===== config.mk =====
export PLATFORM = sky130hd
export DESIGN_NAME = cpc_overlap_pipe
export DESIGN_NICKNAME = d
export VERILOG_FILES = /design/src/rtl/core/cpc_pkg.sv /design/src/rtl/core/cpc_overlap_pipe.sv
export SDC_FILE = /design/constraint.sdc
export NUM_CORES = 2
export LEC_CHECK = 0
export BUFFER_PORTS_ARGS = -buffer_cell sky130_fd_sc_hd__buf_2
export CORE_MARGIN = 5
export CORE_UTILIZATION = 47
export CTS_BUF_LIST = sky130_fd_sc_hd__clkbuf_16
export DETAILED_ROUTE_END_ITERATION = 10
export GPL_TIMING_DRIVEN = 0
export PLACE_DENSITY = 0.68
export REMOVE_ABC_BUFFERS = 1
export SLEW_MARGIN = 10
export SYNTH_ARGS = -nofsm -noshare
export SYNTH_HDL_FRONTEND = slang
export SYNTH_SLANG_ARGS = --single-unit
export TNS_END_PERCENT = 5

===== constraint.sdc =====
create_clock -name clk -period 7.7 [get_ports clk]
set_clock_uncertainty 0.1 [all_clocks]
set_input_delay 0.385 -clock clk [delete_from_list [all_inputs] [get_ports clk]]
set_output_delay 0.385 -clock clk [all_outputs]
set_load 0.05 [all_outputs]

===== src/rtl/core/cpc_pkg.sv =====
// shared widths, types and codes for the circle placement checker
package cpc_pkg;

    localparam int MAX_CIRCLES = 64;
    localparam int COORD_W     = 24;
    localparam int RAD_W       = COORD_W - 1;
    localparam int LABEL_W     = 17;
    localparam int TGT_W       = 7;
    localparam int IDX_W       = (MAX_CIRCLES > 1) ? $clog2(MAX_CIRCLES) : 1;
    localparam int CNT_W       = $clog2(MAX_CIRCLES + 1);
    localparam int CMP_W       = (CNT_W > TGT_W) ? CNT_W : TGT_W;
    localparam int SQ_W        = 2 * COORD_W;

    // configuration register indexes
    localparam logic [1:0] REG_AREA_MIN = 2'd0;
    localparam logic [1:0] REG_AREA_MAX = 2'd1;
    localparam logic [1:0] REG_TARGET   = 2'd2;

    // result status codes
    localparam logic [1:0] STAT_ACCEPT  = 2'd0;
    localparam logic [1:0] STAT_BOUNDS  = 2'd1;
    localparam logic [1:0] STAT_OVERLAP = 2'd2;
    localparam logic [1:0] STAT_TARGET  = 2'd3;

    // label thresholds in units of 1/256
    localparam logic [LABEL_W-1:0] LABEL_T3 = LABEL_W'(300 * 256);
    localparam logic [LABEL_W-1:0] LABEL_T2 = LABEL_W'(200 * 256);
    localparam logic [LABEL_W-1:0] LABEL_T1 = LABEL_W'(100 * 256);

    typedef struct packed {
        logic signed [COORD_W-1:0] x;
        logic signed [COORD_W-1:0] y;
        logic [RAD_W-1:0]          r;
    } entry_t;

    typedef struct packed {
        logic valid;
        logic last;
    } pipe_ctl_t;

endpackage


===== src/rtl/core/cpc_overlap_pipe.sv =====
// pipelined exact overlap test of one stored circle against the candidate
module cpc_overlap_pipe
    import cpc_pkg::*;
(
    input  logic      clk,
    input  logic      rst_n,
    input  pipe_ctl_t ctl_in,
    input  entry_t    entry,
    input  entry_t    cand,
    output pipe_ctl_t ctl_out,
    output logic      hit
);

    pipe_ctl_t ctl_a_reg, ctl_b_reg, ctl_c_reg;
    logic [COORD_W-1:0] dx_reg, dy_reg, rs_reg;
    logic [SQ_W-1:0]    dx2_reg, dy2_reg, rs2_reg;
    logic               hit_reg;

    logic signed [COORD_W:0] ddx, ddy;
    logic [COORD_W-1:0]      dx_next, dy_next, rs_next;
    logic [SQ_W:0]           dsum;

    always_comb
    begin
        ddx     = {entry.x[COORD_W-1], entry.x} - {cand.x[COORD_W-1], cand.x};
        ddy     = {entry.y[COORD_W-1], entry.y} - {cand.y[COORD_W-1], cand.y};
        dx_next = ddx[COORD_W] ? COORD_W'(-ddx) : COORD_W'(ddx);
        dy_next = ddy[COORD_W] ? COORD_W'(-ddy) : COORD_W'(ddy);
        rs_next = {1'b0, entry.r} + {1'b0, cand.r};
        dsum    = {1'b0, dx2_reg} + {1'b0, dy2_reg};
    end

    // control travels alongside the data
    always_ff @(posedge clk or negedge rst_n)
    begin
        if (!rst_n)
        begin
            ctl_a_reg <= '0;
            ctl_b_reg <= '0;
            ctl_c_reg <= '0;
        end
        else
        begin
            ctl_a_reg <= ctl_in;
            ctl_b_reg <= ctl_a_reg;
            ctl_c_reg <= ctl_b_reg;
        end
    end

    always_ff @(posedge clk)
    begin
        dx_reg  <= dx_next;
        dy_reg  <= dy_next;
        rs_reg  <= rs_next;
        dx2_reg <= {{COORD_W{1'b0}}, dx_reg} * {{COORD_W{1'b0}}, dx_reg};
        dy2_reg <= {{COORD_W{1'b0}}, dy_reg} * {{COORD_W{1'b0}}, dy_reg};
        rs2_reg <= {{COORD_W{1'b0}}, rs_reg} * {{COORD_W{1'b0}}, rs_reg};
        hit_reg <= dsum < {1'b0, rs2_reg};
    end

    assign ctl_out = ctl_c_reg;
    assign hit     = hit_reg;

endmodule


==> metrics.log <==
INFO  metric worst-path-buf-inv = 5
INFO  metric fp.coreArea = 126000 um2
INFO  metric floorplan.die_area = 135000 um2
INFO  metric drc = 0
INFO  metric post-route-cell-area = 65600 um2
INFO  metric placement.cell_area = 62000 um2
INFO  metric cp_slowest_cell = sky130_fd_sc_hd__fa_1
INFO  metric max_stage_delay = 0.55 ns
INFO  metric floorplan.initialDensity = 47.5%
INFO  metric drt_iter0_markers = 2357
INFO  metric ys_warn_count = 0
INFO  metric endpoint_kind = flop
INFO  metric count_of_fill_cells_added_during_filler_insertion = 11300
INFO  metric vias_in_the_first_global_route = 47100
INFO  metric stdcell_count = approximately 8500
INFO  metric criticalPathCategory = flop to flop
INFO  metric tritoncts_num_sinks = 220
INFO  metric buffer_ports.inserted = 148
INFO  metric placementRows = 130
INFO  metric antenna_found_initial = 7
INFO  metric final_layout_size_suffix_gt1_share = 8.10%
INFO  metric cts_buffer_depth = 3
INFO  metric synth_enable_flop_cells = 0
INFO  metric number_of_instances_in_the_synthesized_netlist = 6575
INFO  metric worst_r2r_startpoint = dx_reg[14]
INFO  metric setup_repair_after_global_routing_missed_its_margin = true
INFO  metric max-slew-margin-rel = 23.2%
INFO  metric post-route-period-util = between 90% and 100%
INFO  metric root_buffer = sky130_fd_sc_hd__clkbuf_16
INFO  metric placedCellCount = 8216
INFO  metric clock_tree_from_tritoncts = built
INFO  metric worst_hold_path_type = input pin to async pin
INFO  metric count_of_inserted_antenna_diode_cells = 0
INFO  metric tightestPinTransition = 1.12 ns
INFO  metric routed-wl-met2 = 74100 um
INFO  metric maxUsedRoutingLayer = met5
INFO  metric setup.worst_path.start = dx_reg[14]
INFO  metric detail_route.wirelength = roughly 150000 um
INFO  metric grt_start_max_net_pins = 27
INFO  metric cts-htree-levels = 1
INFO  metric maxCapViolCount = 0
INFO  metric cpMostUsedCell = sky130_fd_sc_hd__fa_1
INFO  metric cp_data_required_time = 8.07 ns
INFO  metric wl_per_cell = 17.5 um
INFO  metric worst-path-stages = 25
INFO  metric area.sequential = around 4700 um2
INFO  metric run_status = completed
INFO  metric grt_overflow_total = 0
INFO  metric max_freq = 0.132 GHz
INFO  metric postSynthRegisterBits = 220
INFO  metric wirelength_met1 = 60200 um
INFO  metric ioPinCount = between 100 and 150
INFO  metric setup-tns-final = 0 ns
INFO  metric vias_after_detailed_routing = 43200
INFO  metric wire_length_of_the_first_global_routing_pass = 238000 um
INFO  metric final_stage_net_count = 8892
INFO  metric worst-r2r-cell-count = 25
INFO  metric library_cells_used_by_synthesis = 79
INFO  metric hpwlAfterDp = between 100000 and 150000 um
INFO  metric detail_route_antenna_nets = 0
INFO  metric finalWorstPathRequiredPeriod = 7.60 ns
INFO  metric utilization = 52.0%
INFO  metric globalplace.congestion = 0.867
INFO  metric timing.final.hold_violations = 0
INFO  metric met3WireLength = 8790 um
INFO  metric number_of_buffers_added_by_the_clock_tree_synthesis_step = 29
INFO  metric synth_ff_type = sky130_fd_sc_hd__dfxtp_1
INFO  metric post_synthesis_average_cell_area = 9.10 um2
INFO  metric finalSetupViolCount = 0
INFO  metric drt-pass1-iter-count = 5
INFO  metric largest_fanout_on_the_critical_path = 5
INFO  metric seq_area_frac_synth = 7.41%
INFO  metric slew_viol_final = 0
INFO  metric crit_arrival = 7.97 ns
INFO  metric die_width = ~370 um
INFO  metric type_of_element_launching_the_critical_path = flop
INFO  metric area_growth_syn_to_layout = 9.66%
INFO  metric multiInputGateArea = ~48000 um2
INFO  metric grt_util_all_layers = 21.6%
INFO  metric die_h = 367 um
INFO  metric clk_latency = 0.61 ns
INFO  metric post_synthesis_async_set_or_reset_flop_share = approximately 2.7%
INFO  metric avgViaCountPerCell = 5.11
INFO  metric netlist_area = 59800 um2
INFO  metric crit_family = adder cells
INFO  metric clk_transition_reported_paths = 0.07 ns
placed cells by master, fill, tap and decap left out, types with 55 or more instances in the layout:
| master | n |
|---|---|
| sky130_fd_sc_hd__inv_1 | 1902 |
| sky130_fd_sc_hd__buf_2 | 148 |
| sky130_fd_sc_hd__nor2b_1 | 55 |
| sky130_fd_sc_hd__o21ai_0 | 99 |
| sky130_fd_sc_hd__nor2_1 | 194 |
| sky130_fd_sc_hd__buf_4 | 101 |
| sky130_fd_sc_hd__xnor2_1 | 184 |
| sky130_fd_sc_hd__a21oi_1 | 192 |
| sky130_fd_sc_hd__and2_1 | 356 |
| sky130_fd_sc_hd__xor2_1 | 97 |
| sky130_fd_sc_hd__nand2_1 | 559 |
| sky130_fd_sc_hd__fa_1 | 1267 |
| sky130_fd_sc_hd__dfxtp_4 | 71 |
| sky130_fd_sc_hd__a21o_1 | 114 |
| sky130_fd_sc_hd__dfxtp_1 | 142 |
| sky130_fd_sc_hd__ha_1 | 684 |
final timing paths:
| path | slack (ns) | endpoint |
|---|---|---|
| min | 0.04 | ctl_a_reg[1] |
| max reg2reg | 0.1 | dx2_reg[45] |
| min in group clk | 0.04 | dy_reg[0] |
| max in group asynchronous | 7.32 | ctl_out[0] |
| max | 0.1 | dx2_reg[45] |
| min reg2reg | 0.25 | ctl_b_reg[1] |
synthesized netlist by cell type, types with 6 or more instances:
| master | count | area share, % |
|---|---|---|
| sky130_fd_sc_hd__dfrtp_1 | 6 | 0.25 |
| sky130_fd_sc_hd__o21bai_1 | 20 | 0.25 |
| sky130_fd_sc_hd__fa_1 | 1269 | 42 |
| sky130_fd_sc_hd__o211ai_1 | 11 | 0.14 |
| sky130_fd_sc_hd__nor3_1 | 44 | 0.37 |
| sky130_fd_sc_hd__a21boi_0 | 9 | 0.11 |
| sky130_fd_sc_hd__and2_1 | 360 | 3.8 |
| sky130_fd_sc_hd__a21o_1 | 114 | 1.4 |
| sky130_fd_sc_hd__nand2_1 | 565 | 3.5 |
| sky130_fd_sc_hd__ha_1 | 694 | 15 |
| sky130_fd_sc_hd__o21a_1 | 39 | 0.49 |
| sky130_fd_sc_hd__nor2b_1 | 55 | 0.58 |
| sky130_fd_sc_hd__a21oi_1 | 201 | 1.7 |
| sky130_fd_sc_hd__a31oi_1 | 19 | 0.20 |
| sky130_fd_sc_hd__a211oi_1 | 18 | 0.23 |
| sky130_fd_sc_hd__or2_2 | 15 | 0.16 |
| sky130_fd_sc_hd__dfxtp_1 | 214 | 7.2 |
| sky130_fd_sc_hd__nor2_1 | 196 | 1.2 |
| sky130_fd_sc_hd__or3_1 | 18 | 0.19 |
| sky130_fd_sc_hd__clkbuf_1 | 156 | 0.98 |
| sky130_fd_sc_hd__and3_1 | 24 | 0.25 |
| sky130_fd_sc_hd__inv_1 | 1898 | 12 |
| sky130_fd_sc_hd__nand4_1 | 28 | 0.29 |
| sky130_fd_sc_hd__xor2_1 | 99 | 1.4 |
| sky130_fd_sc_hd__o31ai_1 | 16 | 0.20 |
| sky130_fd_sc_hd__nand3_1 | 46 | 0.38 |
| sky130_fd_sc_hd__nand2b_1 | 29 | 0.30 |
| sky130_fd_sc_hd__xnor2_1 | 189 | 2.8 |
| sky130_fd_sc_hd__o21ai_0 | 104 | 0.87 |
worst reg2reg max path: stages, from the launching register on:
cell                       delay [ns]
sky130_fd_sc_hd__dfxtp_4         0.46
sky130_fd_sc_hd__buf_12          0.16
sky130_fd_sc_hd__and2_4          0.15
sky130_fd_sc_hd__inv_1           0.05
sky130_fd_sc_hd__fa_1            0.50
sky130_fd_sc_hd__fa_1            0.55
sky130_fd_sc_hd__inv_1           0.05
sky130_fd_sc_hd__fa_1            0.51
sky130_fd_sc_hd__fa_1            0.45
sky130_fd_sc_hd__fa_1            0.54
sky130_fd_sc_hd__fa_1            0.51
sky130_fd_sc_hd__inv_1           0.05
sky130_fd_sc_hd__fa_1            0.50
sky130_fd_sc_hd__inv_1           0.07
sky130_fd_sc_hd__ha_4            0.23
sky130_fd_sc_hd__a21o_1          0.19
sky130_fd_sc_hd__a21oi_2         0.13
sky130_fd_sc_hd__nand2_1         0.10
sky130_fd_sc_hd__a21oi_2         0.23
sky130_fd_sc_hd__o311ai_4        0.15
sky130_fd_sc_hd__a41o_1          0.33
sky130_fd_sc_hd__o211a_1         0.29
sky130_fd_sc_hd__or3_4           0.42
sky130_fd_sc_hd__a41o_1          0.23
sky130_fd_sc_hd__a221oi_2        0.30
sky130_fd_sc_hd__xnor2_2         0.21
logic make-up (layout without fill, tap and decap cells):
| group | after synthesis | count (layout) | synth area share, % |
|---|---|---|---|
| compound gates | 632 | 632 | 6.89 |
| xor+xnor | 288 | 288 | 4.22 |
| fa+ha+maj | 1963 | 1963 | 57.0 |
| buf+inv | 2056 | 2287 | 12.9 |
| flops | 220 | 220 | 7.41 |
| mux | 8 | 8 | 0.142 |
| simple gates | 1408 | 1408 | 11.5 |
layer usage:
| layer | GRT usage (%) | vias to the layer above |
|---|---|---|
| met1 | 27.9 | 21800 |
| met4 | 5.51 | 8 |
| met5 | 0 | - |
| li1 | - | 20000 |
| met3 | 2.61 | 282 |
| met2 | 38.8 | 1147 |
per-stage QoR:
| step | hold slack (ns) | worst slack [ns] |
|---|---|---|
| after CTS | 0.00303 | -0.0138 |
| after global routing | 0.0452 | -0.0992 |
| after global placement | 0.104 | -1.47 |
| final | 0.0383 | 0.0963 |
| after detailed placement | 0.116 | -1.42 |
| after floorplan | -0.0106 | 0.233 |
layout make-up:
| cell class | count | share of cell area [%] |
|---|---|---|
| Inverter | 1898 | 10.9 |
| Clock buffer | 29 | 1.11 |
| Multi-Input combinational cell | 4299 | 73.3 |
| Tap cell | 1650 | 3.15 |
| Clock inverter | 25 | 0.282 |
| Sequential cell | 220 | 7.17 |
| Timing Repair Buffer | 335 | 4.15 |
timing repair:
action                     in CTS  in global routing
hold buffers                    7                  0
gates cloned                    0                  1
pin swaps                       8                 38
hold endpoints to repair       11                  0
setup buffers                  73                105
gates resized for setup       154                 71
setup endpoints to repair      55                 33
Power is not shown: default switching activity piles up to over one toggle a cycle in this logic, so the estimate is an artifact.
